==> config.mk <==
export PLATFORM = sky130hd
export DESIGN_NAME = pas_area
export DESIGN_NICKNAME = d
export VERILOG_FILES = /design/src/sv/pas_pkg.sv /design/src/sv/pas_area.sv
export SDC_FILE = /design/constraint.sdc
export NUM_CORES = 2
export LEC_CHECK = 0
export BUFFER_PORTS_ARGS = -buffer_cell sky130_fd_sc_hd__buf_2
export CAP_MARGIN = 20
export CORE_MARGIN = 3
export CORE_UTILIZATION = 57
export CTS_CLUSTER_SIZE = 16
export DETAILED_ROUTE_END_ITERATION = 10
export PLACE_DENSITY = 0.84
export SKIP_CTS_REPAIR_TIMING = 1
export SKIP_LAST_GASP = 1
export SYNTH_ARGS = -nofsm -noshare
export SYNTH_HDL_FRONTEND = slang
export SYNTH_SLANG_ARGS = --single-unit
==> constraint.sdc <==
create_clock -name aclk -period 9.4 [get_ports aclk]
set_input_delay 0.94 -clock aclk [delete_from_list [all_inputs] [get_ports aclk]]
set_output_delay 0.94 -clock aclk [all_outputs]
set_load 0.05 [all_outputs]
==> src/sv/pas_pkg.sv <==
// Shared types and constants of the polyline area simplifier.
`timescale 1ns / 1ps

package pas_pkg;

    localparam int COORD_W        = 24;
    localparam int XY_W           = 2 * COORD_W;
    localparam int DELTA_W        = COORD_W + 1;
    localparam int AREA_W         = 51;
    localparam int TOL_W          = 24;
    localparam int MINP_W         = 7;
    localparam int CFG_IDX_W      = 2;
    localparam int CFG_DATA_W     = 24;
    localparam int DEF_MAX_POINTS = 64;

    localparam logic [CFG_IDX_W-1:0] REG_TOLERANCE  = 2'd0;
    localparam logic [CFG_IDX_W-1:0] REG_MIN_POINTS = 2'd1;

    localparam logic [TOL_W-1:0]  TOL_RESET  = 24'd256;
    localparam logic [MINP_W-1:0] MINP_RESET = 7'd3;
    localparam logic [MINP_W-1:0] CLOSED_MIN = 7'd4;

    // Squared closing distance, 2.0 in Q16.8 squared.
    localparam logic [AREA_W-1:0] CLOSE_DIST_SQ = 51'd262144;

    // Last offset of the refresh after a removal, counted from two places before the removed point.
    localparam logic [2:0] RECOMP_LAST_OFF = 3'd4;

    typedef enum logic [4:0] {
        ST_LOAD,
        ST_START,
        ST_CLS_RD0,
        ST_CLS_RD1,
        ST_CLS_CAP,
        ST_CLS_WAIT,
        ST_INIT,
        ST_RC_CHK,
        ST_RC_RA,
        ST_RC_RB,
        ST_RC_RC,
        ST_RC_WAIT,
        ST_RC_RET,
        ST_SCAN_START,
        ST_SCAN,
        ST_SCAN_END,
        ST_OUT_RD,
        ST_OUT_CAP,
        ST_OUT_WAIT
    } pas_state_t;

    typedef enum logic [1:0] {
        AP_IDLE,
        AP_MUL1,
        AP_MUL2,
        AP_SUM
    } area_phase_t;

endpackage

==> src/sv/pas_area.sv <==
// Multi-cycle |a*b - c*d| or |a*b + c*d| unit sharing one signed multiplier.
`timescale 1ns / 1ps

module pas_area (
    input  logic                                aclk,
    input  logic                                aresetn,
    input  logic                                start,
    input  logic                                sum_mode,
    input  logic signed [pas_pkg::DELTA_W-1:0]  op_a,
    input  logic signed [pas_pkg::DELTA_W-1:0]  op_b,
    input  logic signed [pas_pkg::DELTA_W-1:0]  op_c,
    input  logic signed [pas_pkg::DELTA_W-1:0]  op_d,
    output logic                                done,
    output logic [pas_pkg::AREA_W-1:0]          result
);

    localparam int PROD_W = 2 * pas_pkg::DELTA_W;

    pas_pkg::area_phase_t phase_reg, phase_next;

    logic signed [pas_pkg::DELTA_W-1:0] mul_a, mul_b;
    logic signed [PROD_W-1:0]           prod;
    logic signed [PROD_W-1:0]           p_reg, q_reg;
    logic signed [PROD_W:0]             diff;

    always_ff @(posedge aclk) begin
        if (!aresetn) begin
            phase_reg <= pas_pkg::AP_IDLE;
        end else begin
            phase_reg <= phase_next;
        end
    end

    always_comb begin
        phase_next = phase_reg;
        unique case (phase_reg)
            pas_pkg::AP_IDLE: if (start) phase_next = pas_pkg::AP_MUL1;
            pas_pkg::AP_MUL1: phase_next = pas_pkg::AP_MUL2;
            pas_pkg::AP_MUL2: phase_next = pas_pkg::AP_SUM;
            pas_pkg::AP_SUM:  phase_next = pas_pkg::AP_IDLE;
            default:          phase_next = pas_pkg::AP_IDLE;
        endcase
    end

    assign mul_a = (phase_reg == pas_pkg::AP_MUL2) ? op_c : op_a;
    assign mul_b = (phase_reg == pas_pkg::AP_MUL2) ? op_d : op_b;
    assign prod  = mul_a * mul_b;

    always_ff @(posedge aclk) begin
        if (phase_reg == pas_pkg::AP_MUL1) begin
            p_reg <= prod;
        end
        if (phase_reg == pas_pkg::AP_MUL2) begin
            q_reg <= prod;
        end
    end

    always_comb begin
        if (sum_mode) begin
            diff = $signed({p_reg[PROD_W-1], p_reg}) + $signed({q_reg[PROD_W-1], q_reg});
        end else begin
            diff = $signed({p_reg[PROD_W-1], p_reg}) - $signed({q_reg[PROD_W-1], q_reg});
        end
    end

    assign result = diff[PROD_W] ? $unsigned(-diff) : $unsigned(diff);
    assign done   = (phase_reg == pas_pkg::AP_SUM);

endmodule

==> key figures <==
Worst setup path
  – Crit-path slowest cell: fa_1
  – Critical Path Sink Type: flop
  – Worst Path Class, Setup: reg2reg
  – Max incr delay on CP: just under 0.6 ns
  – Startpoint Class: flop
  – Crit-path most repeated cell: fa_1
  – WP data required: 9.47 ns
  – CP arrival: ~9.1 ns
  – Crit-path max FO: 15

Global routing
  – Initial antenna violation count: 1
  – Vias in the first global route: 26300
  – First-pass GRT wire length: around 140 mm
  – Grt ovf: 0
  – Total Routing Usage GR: 31.1%
  – Largest net degree at the start of global routing: 52

Timing
  – Slew HR: roughly 41%
  – Achievable Freq: roughly 110 MHz
  – Hold Fails Final Rpt: 0
  – Max Slew Vio Count: 0
  – RSZ-0062 raised after global routing: no
  – TNS Setup: 0 ns
  – Post-route clock period utilization: 96.4%
  – Final setup viols: 0
  – Post-Route Skew: approximately 0.0038 ns
  – Actual slew at the worst max-slew pin: 0.855 ns
  – Fin crit period: 9.06 ns

Logic synthesis
  – Ys flop type: edfxtp_1
  – Top cells by area, synth: fa_1 42%, edfxtp_1 9.5%, inv_1 8.1%
  – Cells after Synth: 3525
  – Netlist cell types: 84
  – Dominant cell by count in the synthesized netlist: inv_1
  – Synth Area per Inst: around 9.0 um2
  – Post-synth ARST share: 0%
  – Post-synth design cell area: between 30000 and 40000 um2
  – Yosys top cell area share: 41.6%
  – YS warnings: 0
  – EDFF count, synth: 100
  – Synth Register Bits: 102
  – Register area share after synthesis: 9.60%
  – Cell taking the most area after synthesis: fa_1
  – Syn_nets: 4486
  – Post-synth top cells: 688 x inv_1, 659 x fa_1, 435 x nor2_1

CTS
  – TritonCTS clock tree: built
  – H-tree depth: 3
  – Clock Latency Late Sink: 0.34 ns
  – Max Root-Sink Buffers: 2
  – Clock-pin slew on the worst setup and hold paths: 0.06 ns
  – # clock sinks: 102
  – Root Driver: clkbuf_16
  – Cts bufs inserted: 9

Layout
  – FF/Latch Area: between 3000 and 4000 um2
  – Final #Nets: 4597
  – N_diodes: 0
  – Layout cells sized above 1: 9.70%
  – Area occupied by multi-input gates: 25600 um2
  – Area Overhead vs Synth: 6.96%
  – Layout fillers: 4499

Detailed routing
  – Via-to-Cell Ratio: 5.78
  – Wirelength per Cell: 20.6 um
  – TritonRoute pass-1 iters: 8
  – Antenna Violating Nets Remaining: 0
  – Vias: approximately 25000
  – DR iter-0 viols: 2778
  – DRT Wirelength: 90.3 mm
  – DRC viols: 0

Min path
  – Worst hold path class: reg2reg

Job
  – Max cap viols: 0

Floorplanning
  – Total die area: 58500 um2
  – Initial Util: about three fifths
  – Core Region: 54500 um2
  – Die Y: 242 um
  – Die Span X: 242 um
  – Io pins: 156
  – Placement Rows: 85

Placement
  – Gpl congestion: around 1.1
  – Port bufs: 155
  – DP HPWL: 75.2 mm

Outcome
  – Status: complete, no violations
==> placed cells by master (no fill, tap or decap), drive strengths merged, types with 15 or more instances in the layout <==
master and instances:
a21o 58, a21oi 156, a31oi 22, and3 17
buf 242, edfxtp 100, fa 659, ha 198
inv 688, mux2 48, mux2i 51, nand2 380
nand2b 20, nand3 18, nand4 23, nor2 435
nor2b 21, nor3 37, o21a 18, o21ai 64
o21bai 15, xnor2 113, xor2 77
==> metrics by stage <==
| step | hold slack (ns) | utilization, % | setup slack, ns | instance area (um2) | std cells |
|---|---|---|---|---|---|
| 6_report | 0.589 | 62.3 | 0.341 | 33900 | 4380 |
| 5_1_grt | 0.627 | 62.3 | 0.0616 | 33900 | 4380 |
| 3_5_place_dp | 0.573 | 61.7 | 0.317 | 33600 | 4363 |
| 4_1_cts | 0.597 | 62.2 | 0.289 | 33900 | 4379 |
| 2_1_floorplan | 0.526 | - | 0.152 | 31700 | 3525 |
| 3_3_place_gp | 0.550 | 61.7 | 0.500 | 33600 | 4363 |
==> critical path, delay by kind of cell, from the launching register on <==
kind	cells	cell delay, ns
AOI/OAI and AO/OA	9	2.15
xor gates and xnor gates	1	0.10
adders and majority gates	9	4.30
buffers and inverters	5	0.91
DFF	1	0.34
muxes	1	0.56
and+or+nand+nor	2	0.43
==> layout make-up <==
cell class	instances	area share (%)
timing repair buffer	242	4.31
clock inverter	5	0.177
tap	739	2.73
inverter	689	7.63
clock buffer	11	0.716
multi-input combinational	2592	75.5
sequential	102	8.97
==> worst paths after layout <==
check / startpoint / to / slack (ns) / cells after the start
setup reg to reg: phase_reg[0] / p_reg[49] / 0.34 / 27
setup / recovery: phase_reg[0] / p_reg[49] / 0.34 / 27
hold / removal: phase_reg[0] / phase_reg[0] / 0.59 / 1
hold reg to reg: phase_reg[0] / phase_reg[0] / 0.59 / 1
==> logic make-up after synthesis <==
| group | after synthesis | share of synthesized area, % |
|---|---|---|
| buffers and inverters | 831 | 9.88 |
| multiplexers | 99 | 3.32 |
| flip-flops | 102 | 9.60 |
| AND/OR/NAND/NOR | 1025 | 14.0 |
| AO/OA/AOI/OAI | 421 | 8.58 |
| adder cells (fa/ha/maj) | 857 | 49.4 |
| XOR/XNOR | 190 | 5.25 |
==> metal layers <==
layer / track usage (%) / wire (um) / vias up
met5: 0.817 / 69 / -
met2: 48.3 / 39300 / 1607
met4: 12.6 / 4640 / 2
li1: - / - / 11200
met3: 10.4 / 12300 / 299
met1: 40.2 / 34100 / 12200
Power is not shown: default switching activity piles up to over one toggle a cycle in this logic, so the estimate is an artifact.
