`src/sv/pas_ram.sv`:
```
// Generic single-write, single-read RAM with registered read data.
`timescale 1ns / 1ps

module pas_ram #(
    parameter int WIDTH = 8,
    parameter int DEPTH = 64
) (
    input  logic                     aclk,
    input  logic                     we,
    input  logic [$clog2(DEPTH)-1:0] waddr,
    input  logic [WIDTH-1:0]         wdata,
    input  logic [$clog2(DEPTH)-1:0] raddr,
    output logic [WIDTH-1:0]         rdata
);

    logic [WIDTH-1:0] mem [DEPTH];

    always_ff @(posedge aclk) begin
        if (we) begin
            mem[waddr] <= wdata;
        end
        rdata <= mem[raddr];
    end

endmodule

```
`config.mk`:
```
export PLATFORM = sky130hd
export DESIGN_NAME = pas_ram
export DESIGN_NICKNAME = d
export VERILOG_FILES = /design/src/sv/pas_ram.sv
export SDC_FILE = /design/constraint.sdc
export NUM_CORES = 1
export LEC_CHECK = 0
export BUFFER_PORTS_ARGS = -buffer_cell sky130_fd_sc_hd__buf_4
export CORE_ASPECT_RATIO = 1.2
export CORE_MARGIN = 10
export CORE_UTILIZATION = 40
export CTS_CLUSTER_SIZE = 12
export DETAILED_ROUTE_END_ITERATION = 16
export HOLD_SLACK_MARGIN = 0.03
export PLACE_DENSITY = 0.54
export SETUP_SLACK_MARGIN = 0.1
export SKIP_LAST_GASP = 1
export SLEW_MARGIN = 5
export SYNTH_ARGS = -nofsm -noshare
export SYNTH_HDL_FRONTEND = slang
export SYNTH_SLANG_ARGS = --single-unit
```
`constraint.sdc`:
```
create_clock -name aclk -period 4.9 [get_ports aclk]
set_input_delay 1.225 -clock aclk [delete_from_list [all_inputs] [get_ports aclk]]
set_output_delay 1.225 -clock aclk [all_outputs]
set_load 0.1 [all_outputs]
```
==> reports/summary.md, run 1 <==
The clock sink total came out at 520. The post-layout net count is 1009. Entering global routing, the biggest net connects 65 pins.

The run gives 1.686 ns as the setup slack of the critical path after layout. Summed over all layers, the global routing overflow is 0. Port buffering added 29 buffers. The count of maximum capacitance violations is 0, and the number of pins exceeding their max-slew limit in the final report is 0. The die outline area was 59840 µm².

Total of fill cells in the finished design: 4201. The root buffer cell chosen for the clock tree is clkbuf_16. For the total number of placement rows, the log shows 90. The number of cells upsized or downsized after cts is 0, and the height of the chip is 266.0 µm. The mapped cell area is 20170 µm², and the fraction of layout cells with a size suffix above 1 is 24.37%. Clock-pin slew was measured on the worst setup and hold paths at 0.06 ns. Hold repair after CTS inserted 0 buffers. The leakage power of the design is 0.006950 µW.

The run gives 28.47% as the worst slew margin relative to its limit. Before CTS, the worst setup slack after placement is 0.9940 ns. The wire-length estimate of the detail-placed layout is 28370 µm. The peak ir drop on the vdd network came out at 0.2118 mV.

The startpoint-to-endpoint class of the critical path is in -> reg. The slew at the pin with the worst max-slew slack was 1.069 ns; the part of the cycle the worst path needs was 65.58%. The synthesized instance count was 940; the clock tree skew after final layout was 0.009734 ns. For this run, the register share of the synthesized area comes to 77.03%.

Summing all placed instances gives a cell area of 21040 µm². The number of nets produced by synthesis came out at 962. Top-level I/O count: 30. The logs give 311.2 MHz for the timing-limited maximum frequency and 20.39% for the global-route met1 utilization. The detailed-routing iteration count for the pre-antenna-repair pass was 5. In this run, distinct cell masters in the synthesized netlist total 40. By area the synthesized netlist is led by edfxtp_1, mux4_2, nor2_1.

edfxtp_1 takes more of the synthesized area than any other cell. The relative area change from synthesis to final layout works out to 12.13%. The number of hold-slack violations in the final timing report is 0. The worst path needs 3.214 ns of the cycle, external delays included. At the worst endpoint, the arrival time is 3.63 ns. For this run, the total global-route usage over all layers was measured as 15.76%. The highest net fanout along the worst path works out to 36. The path category of the worst min-delay check is reg -> reg. The worst setup path is captured at a flop. For this configuration, the core starts out at a cell density of 40.24%.

The run finished with clean final reports. For the via count of the first global-routing pass, the log shows 9752. The worst setup path is launched from an input pin. The run gives 26.81% as the global routing usage on met2. The clock latency of the later-clocked register in the worst-skew pair is 0.57 ns, and the number of warning messages in the yosys log is 0.

The number of vias per cell was 5.620; the last weighted congestion value of the routability-driven placer was 0.7547. TritonCTS built the clock tree. Setup repair after global routing left no endpoint under its margin. In this run the number of H-tree levels came out at 2. The global routing stage identified its most utilized layer as met2.

The die is 225.0 µm wide. The run gives 0 as the number of antenna repair diodes. After synthesis the netlist holds a flip-flop and latch count of 520. The final layout contains routed wiring with a total length of 46880 µm. Adding up every negative setup slack in the final design gives 0 ns.

Setup violations remaining at the end of the flow were counted as 0. The final standard cell area without fillers was 22610 µm²; the total via count after detailed routing was 9386. Buffers added to address setup during post-CTS repair amount to 0. The power density normalized to cell area is 405.6 nW/µm².

The tools report the wire length of the first global-routing pass as 68440 µm. Global routing consumed, on the met3 layer, 2.686% of the routing resources. The mean post-synth cell area is 21.45 µm², and the core outline area is 50110 µm². After the first detailed-routing iteration, the DRC count stood at 699. After detailed routing, the number of remaining DRC violations is 0. The post-detailed-route wirelength per cell was 28.07 µm. For the worst setup path, the data required time is 5.32 ns. The number of antenna-violating nets in the routed design is 0, and the number of buffers on the longest clock path is 3.

The total clock buffers created by CTS is 52, and the fraction of synthesized cell area taken by the top area cell type is 76.24%. The initial antenna violation count is 0.
-- critical path, cell delays in order --
cell and delay (ns):
buf_4 0.53, mux4_2 0.60, mux2_2 0.30, a221oi_1 0.81
o2bb2ai_1 0.16
-- worst paths after layout --
| kind | cells past startpoint | slack [ns] | startpoint | endpoint |
|---|---|---|---|---|
| setup reg to reg | 4 | 2.65 | mem[47][0]$_DFFE_PP_ | rdata[0]$_DFF_P_ |
| hold / removal | 4 | 0.82 | mem[18][0]$_DFFE_PP_ | rdata[0]$_DFF_P_ |
| hold reg to reg | 4 | 0.82 | mem[18][0]$_DFFE_PP_ | rdata[0]$_DFF_P_ |
| setup / recovery | 5 | 1.69 | raddr[1] | rdata[0]$_DFF_P_ |
-- metrics by stage --
stage	cells	power [µW]	hold slack [ns]	util, %
after floorplan	940	5351	0.7183	-
after global placement	1577	5559	0.8214	41.99
after detailed placement	1577	5565	0.8112	41.99
after CTS	1670	9265	0.8271	45.13
after global routing	1670	9452	0.8646	45.13
final	1670	9172	0.8244	45.13
-- layout make-up --
cell class	count	area [µm²]	share of cell area [%]
clock buffer	86	1540	6.811
clock inverter	7	30.03	0.1328
timing repair buffer	44	386.6	1.710
sequential	520	15530	68.70
multi-input combinational	369	4315	19.08
tap	644	805.8	3.563
-- layer usage --
layer	share of wire, %	vias up	routed length, µm
met5	0	-	0
met4	2.3	0	1064
met3	4.6	71	2151
met2	51	226	24020
met1	42	5076	19650
li1	-	4013	-
-- synthesized netlist by cell type (all sizes together) --
cell type	count
and2	1
nand2	19
buf	34
or3	1
edfxtp	512
mux2	13
nand4b	1
a2111oi	2
nor3	7
a211oi	4
a21oi	3
dfxtp	8
o32ai	2
o221a	2
nor2b	14
o311ai	1
mux4	126
o22ai	8
o21ai	4
clkbuf	17
nor4	2
nor2	83
o2bb2ai	3
a31oi	1
nand4	2
nand3	13
o21a	2
nand3b	3
a221oi	6
o41ai	2
nand2b	7
o221ai	8
o2111ai	3
mux2i	23
a22oi	3
-- kinds of logic (layout without fill, tap and decap cells) --
logic type	Yosys count	after routing	synth area share (%)
AOI/OAI and AO/OA	54	54	2.072
DFF	520	520	77.03
muxes	162	162	15.94
and+or+nand+nor	153	153	3.387
buffers and inverters	51	137	1.570
-- sequential cells by signal (all words and copies together), names as in the netlist --
signal	cells
mem	512
rdata	8
-- power breakdown --
part	total [µW]	switching [µW]	internal, µW
registers	4940	14.9	4920
clock network	3710	1590	2120
logic	519	344	175
-- placed cells by master (no fill, tap or decap), types with 7 or more instances in the layout --
cell,count
nand2b_1,7
nor3_1,7
nor2b_1,14
mux2i_1,23
clkbuf_1,24
mux2_2,13
buf_4,39
clkbuf_8,10
nor2_1,83
nand2_1,19
mux4_2,126
clkbuf_16,53
o221ai_1,8
nand3_1,13
dfxtp_1,8
edfxtp_1,512
o22ai_1,8
(Power assumes the default switching activity.)
==> run 2, diff against run 1 <==
Settings changed: PLACE_DENSITY 0.54 to 0.56.
Clock period 4.9 ns to 2.75 ns, I/O delays scaled along.
==> run 2 against run 1 <==
- critical path depth increased by 3
- hold slack got worse by 0.33 ns
- register-to-register slack got worse by 2.0 ns
- critical path type unchanged
==> reports/summary.md, run 2 (synthesis gave the netlist of run 1 again) <==
The worst path needs 2.251 ns of the cycle, external delays included. Ranked by flip-flop count, first place goes to mem. On the final layout, the worst hold slack is 0.4944 ns. The total met2 wirelength after detailed routing is 23550 µm, and the largest net degree at the start of global routing is 65. The flow ran to the end, and the final reports show no timing, DRC or antenna violations. The H-tree was split into 2 levels.

Setup violations remaining at the end of the flow were counted as 0. Summing over every cut layer, the via total after detailed routing is 9677. The slew at the pin with the worst max-slew slack works out to 0.7730 ns. The largest registers in the layout are mem x512, rdata x8. The core outline area was 50110 µm².

For this design the ratio of total power to cell area is 691.7 nW/µm². The run gives 0.3819 mV as the peak ir drop on the vdd network. The first global-routing pass estimated 68290 µm of wire.

Measured along the x axis, the die boundary spans 225.0 µm. The relative area change from synthesis to final layout came out at 16.49%. The highest net fanout along the worst path came out at 7. In the routed design, unresolved DRC markers number 0. STA classifies the critical path startpoint as an input pin. For this block, the initial DRC count from the detailed router was 812. Leakage power of the design: 0.007529 µW. The most frequent standard cell in the layout excluding fill and tap cells is edfxtp_1.

The total setup buffers inserted after CTS was 0. Across every metal layer, demand over resource in global routing totals 15.63%. Dividing the detail-routed wire length by the instance count gives 26.01 µm.

The number of pins exceeding their max-slew limit in the final report came out at 0. After detailed routing, the total wire length is 46380 µm. The tools report the final standard cell area without fillers as 23490 µm². The tools report the placement-stage worst setup slack as -0.1114 ns.

The critical path goes through clkbuf_8, buf_12, mux4_2, mux2_2, o221a_2, nor3_1, buf_4, o32ai_1. The largest single stage delay on the critical path is 0.50 ns. In this run the critical register-to-register path is launched from mem[21][6]$_DFFE_PP_. The post-cts hold buffer count was 0. In this run the vertical extent of the chip is 266.0 µm.

The congestion estimate from routability-driven global placement came to 0.7970. The number of antenna diodes in the final layout is 0. The number of antenna-violating nets in the routed design came out at 0.

The post-layout net count was 1120; the clock-pin slew reported for the worst setup and hold paths after clock tree synthesis was 0.06 ns. The startpoint-to-endpoint class of the critical path is in -> reg. Counting both buffers and inverters, the worst setup path holds a total of 3. Setup repair after global routing left no endpoint under its margin.

Timing-limited maximum frequency: 444.2 MHz. After detailed routing, the number of vias per cell comes to 5.427. The number of hold-slack violations in the final timing report was 0.

In this run the worst setup path begins at raddr[0]. The count of buffers added on input and output ports is 29. The detailed-routing iteration count for the pre-antenna-repair pass came out at 5. The part of the cycle the worst path needs was 81.87%. The die outline area is 59840 µm². The number of clock buffers added by TritonCTS is 50. Setup slack on the critical path of the routed design comes to 0.4986 ns. Between clock sinks in the finished design, the worst skew comes to 0.02693 ns. The kind of cell adding the most delay to the critical path was multiplexers. The number of cells upsized or downsized after cts is 0.

The run gives 10108 as the via count of the first global-routing pass. The worst setup path is captured at a flop. Data on the critical path is required at its endpoint by 3.19 ns.

The clock latency of the later-clocked register in the worst-skew pair was 0.58 ns. TritonCTS built the clock tree. Power comes to 16250 µW. For this run, the number of standard cells in the final layout without fillers is 1783. The path class of the tightest hold or removal check is in -> reg. For the cell total after placement, the log shows 1690. In this run the tightest slew margin relative to its limit is 48.46%.

The run gives 3 as the number of buffers on the longest clock path. The clock drives 520 sinks. In this run the most critical hold path is launched from raddr[5]. Once the floorplan was initialized, standard cells occupied 40.24% of the core. The layout has 4110 filler cells.

The initialized floorplan defines 90 standard-cell rows. Leaving out fill and tap cells, the most frequent cells in the layout are edfxtp_1, buf_4, mux4_2. Standard cell with the maximum stage delay on the critical path: mux4_2.

The data arrival time of the critical path was 2.69 ns. In this run the cell area measured after placement is 21970 µm². Across the run, the number of max-cap violations was 0.

The register with the most flip-flops in the layout has 512 of them. Signal routing reaches up to met4. Of the cells placed in the final design, the portion with a size suffix greater than 1 is 31.26%. Once detailed placement completed, the half-perimeter wirelength came to 28950 µm.

After detailed routing, the wire length on met1 is 19240 µm. The top-level I/O count was 30; the remaining global-route overflow was 0. The tree is rooted in a clkbuf_16.

The wire length on met3 was 2322 µm; the initial antenna violation count was 0.
-- run 2: power by group --
part / total [µW] / leakage, µW / internal [µW] / switching, µW
Clock: 6450 / 0.000730 / 3700 / 2750
Sequential: 8800 / 0.00467 / 8770 / 28.5
Combinational: 999 / 0.00212 / 374 / 625
-- run 2: stage by stage --
stage          TNS, ns  util, %
2_1_floorplan        0        -
3_3_place_gp   -0.5409    43.84
3_5_place_dp   -0.5090    43.84
4_1_cts              0    46.88
5_1_grt              0    46.88
6_report             0    46.88
-- run 2: layer usage --
metal / GRT usage [%] / vias to the layer above
met3: 2.191 / 73
met2: 26.58 / 262
met1: 20.33 / 5101
li1: - / 4241
met4: 5.078 / 0
met5: 0 / -
-- run 2: layout make-up --
class | count | area (µm²) | share of cell area, %
tap | 644 | 805.8 | 3.430
multi-input combinational | 369 | 4315 | 18.37
sequential | 520 | 15530 | 66.13
timing repair buffer | 157 | 1310 | 5.576
clock buffer | 93 | 1526 | 6.498
-- run 2: worst reg2reg max path, delay by kind of cell (launching register included) --
family / cells / cell delay (ns)
simple gates: 1 / 0.32
flops: 1 / 0.37
buf+inv: 1 / 0.18
mux: 2 / 0.78
compound gates: 2 / 0.37
-- run 2: path summary, 6_finish.rpt --
kind | to | depth (start not counted) | slack [ns]
worst max-delay path | rdata[6]$_DFF_P_ | 8 | 0.50
worst min-delay path | rdata[0]$_DFF_P_ | 3 | 0.49
worst max register to register | rdata[6]$_DFF_P_ | 6 | 0.61
worst min register to register | rdata[4]$_DFF_P_ | 3 | 0.85
==> run 3, diff against run 2 <==
Settings changed: PLACE_DENSITY 0.56 to 0.54.
Clock period 2.75 ns to 2.1 ns, I/O delays scaled along.
==> run 3 against run 2 <==
- register-to-register slack got worse by 0.42 ns
- critical path depth fell by 2
- count of clock-buffer cells in the layout fell by 18
- routed wire length rose by 3.1%
- setup slack got worse by 0.34 ns
- via count rose by 2.2%
- clock power rose by 30%
- hold slack got worse by 0.18 ns
- power rose by 31%
- combinational power rose by 35%
- critical endpoint is now rdata[4]$_DFF_P_
==> reports/summary.md, run 3 (synthesis gave the netlist of run 1 again) <==
The number of buffers and inverters on the critical path is 2. Max-cap violations in this run came to 0. The logs give 59840 µm² for the die outline area and 520 for the clock sink total. The library cells used most frequently in the layout, excluding fill and tap cells, are edfxtp_1, buf_4, mux4_2. The portion of total power attributed to the clock network was 39.4%; the wire length of the first global-routing pass was 71780 µm. The top-level I/O count was 30; the required arrival time at the worst endpoint was 2.55 ns.

Counting buffers and inverters, the worst setup path is 6 cells deep. Buffers inserted to repair hold after CTS numbered 0. The tools report the peak ir drop on the vdd network as 0.5118 mV. The fraction of power spent switching nets works out to 21.70%. The total of fill cells in the finished design was 4111; the number of H-tree branching levels was 2. The number of vias per cell is 5.509, and the fraction of layout cells with a size suffix above 1 is 33.42%. Total via count after detailed routing: 9894. Number of antenna repair diodes: 0.

Sequential cell fraction of total power: 54.2%. The tools report the launch point of the worst hold path as raddr[5]. During placement, the flow inserted port buffers numbering 29. The cell that appears most often on the critical path is mux4_2. Summed over all nets, the switching power comes to 4612 µW.

The share of total power dissipated in combinational logic is 6.3%. The number of cells on the worst reg-to-reg path is 5. In this run the cell area measured after placement is 22160 µm².

The post-layout net count was 1140; the global-route total usage across every layer was 16.34%. The flow ran to the end, and the final reports show no timing, DRC or antenna violations. The number of pins exceeding their max-slew limit in the final report was 0. Post-detailed-route wirelength per cell: 26.63 µm. The total area inside the core boundary comes to 50110 µm².

The total clock buffers created by CTS came out at 53. The clock-pin slew reported for the worst setup and hold paths after clock tree synthesis is 0.07 ns, and the remaining global-route overflow is 0. The total setup buffers inserted after CTS is 0, and the data arrival time of the critical path is 2.40 ns. The critical path's largest stage delay is 0.54 ns, and the slew at the pin with the worst max-slew slack is 0.7047 ns. Setup repair after global routing left no endpoint under its margin. For this configuration, the core starts out at a cell density of 40.24%. At the placement stage, the worst setup path has a slack of -0.6896 ns. In this run the core area contains 90 standard-cell rows. The register with the most flip-flops in the layout has 512 of them. At the end of routability-driven placement, the weighted congestion stood at 0.7891.

The timing-limited maximum frequency is 513.9 MHz, and the count of unresolved DRC violations after routing is 0. The capture point of the critical path is rdata[4]$_DFF_P_. The internal power of the cells totals 16640 µW. Compared with the post-synthesis result, the final layout area differs by 17.37%.

The sequential cells in the finished layout cover a total of 15530 µm². The initial antenna violation count came out at 2. The pre-antenna-repair detailed-routing pass consisted of 4 iterations. Horizontal extent of the die: 225.0 µm. The signal on the critical path passes through buf_8, buf_4, mux4_2, mux4_2, nor2_1, o32ai_1.

The buffer cell driving the clock tree root is clkbuf_16. Detailed placement HPWL: 30940 µm. The final-report setup violation count was 0.

TritonCTS built the clock tree. The worst setup path is of the in -> reg kind. In this run the deepest clock path goes through 3 buffers.

Counting flops per register, the top entry is mem. The most frequent standard cell in the layout excluding fill and tap cells was edfxtp_1. The startpoint identified for the worst register-to-register timing path is mem[7][0]$_DFFE_PP_. For the via count of the first global-routing pass, the log shows 10488. The worst setup path is launched from an input pin.

In the final layout, the registers with the most flip-flops are mem x512, rdata x8. The worst slew margin relative to its limit was 53.02%; the area of combinational cells with multiple inputs was 4360 µm². The critical path endpoint category was a flop.

On the final layout, the worst clock skew is 0.03014 ns. Counting I/O delays and the setup requirement, the final critical path takes 1.946 ns. The final standard cell area without fillers is 23670 µm². The run gives 65 as the largest net degree at the start of global routing.

After layout, the worst setup slack is 0.1541 ns. The routed design has 47840 µm of wire. The kind of cell with the highest combined delay along the critical path is multiplexers. The number of hold-slack violations in the final timing report was 0; the highest net fanout along the worst path was 18. Setup slack on the worst reg-to-reg path comes out at 0.19 ns.

Across all hold checks on the routed design, the worst slack comes to 0.3152 ns. The most critical setup path has its startpoint at raddr[0]. The height of the chip is 266.0 µm. The standard cell with the maximum stage delay on the critical path is mux4_2. The count of nets left with antenna violations once routing finished came out at 0. Dividing total power by cell area gives a power density of 897.9 nW/µm². In the finished design, the share of the clock period the worst path needs comes to 92.66%. The min-delay analysis places its worst path in the category in -> reg. The clock latency of the later-clocked register in the worst-skew pair was 0.61 ns. Summed over all cells, the static leakage comes to 0.007624 µW.

In this run, the number of DRC markers left after iteration 0 of detailed routing was 834. The endpoint identified for the worst register-to-register timing path is rdata[0]$_DFF_P_.
## run 3: routing by layer
metal	GRT usage (%)	wire [µm]	share of wire [%]
met1	20.67	19820	41
met5	0	27	0.056
met2	27.85	24590	51
met4	5.078	1131	2.4
met3	3.237	2261	4.7
## run 3: worst min path at each step
| stage | to | slack, ns | cells past startpoint |
|---|---|---|---|
| 3_3_place_gp | rdata[2]$_DFF_P_ | 0.83 | 4 |
| 5_1_grt | rdata[2]$_DFF_P_ | 0.31 | 3 |
| 4_1_cts | rdata[3]$_DFF_P_ | 0.28 | 2 |
| 2_1_floorplan | mem[0][0]$_DFFE_PP_ | 0.62 | 0 |
| 3_5_place_dp | rdata[2]$_DFF_P_ | 0.82 | 4 |
| 6_report | rdata[3]$_DFF_P_ | 0.32 | 2 |
## run 3: what timing repair did
action	CTS	global route
gates resized for setup	2	4
endpoints found under the setup margin	2	6
cloned	0	0
## run 3: worst register-to-register path, stage by stage (launching register included)
cell and delay [ns]:
edfxtp_1 0.40, mux4_2 0.47, mux4_2 0.52, nor2_1 0.19, nor3_1 0.07, o2bb2ai_1 0.12
## run 3: through the flow
stage	TNS (ns)	instances	utilization [%]	power, µW
global route	0	1796	47.23	21970
global placement	-3.758	1707	44.22	13110
detailed placement	-3.904	1707	44.22	13110
floorplan	0	940	-	12500
finish	0	1796	47.23	21250
CTS	0	1796	47.21	21470
## run 3: cell type report
cell class | count | area share [%]
well taps | 644 | 3.404
clock inverters | 14 | 0.3172
clock buffers | 75 | 5.952
flip-flops and latches | 520 | 65.63
multi-input cells | 369 | 18.42
repair buffers | 174 | 6.269
## run 3: power by group through the flow
stage	logic (µW)	registers, µW	clock network [µW]
2_1_floorplan	629	11900	0
3_3_place_gp	1360	11700	0
3_5_place_dp	1370	11700	0
4_1_cts	1370	11500	8570
5_1_grt	1440	11500	9000
6_report	1350	11500	8380
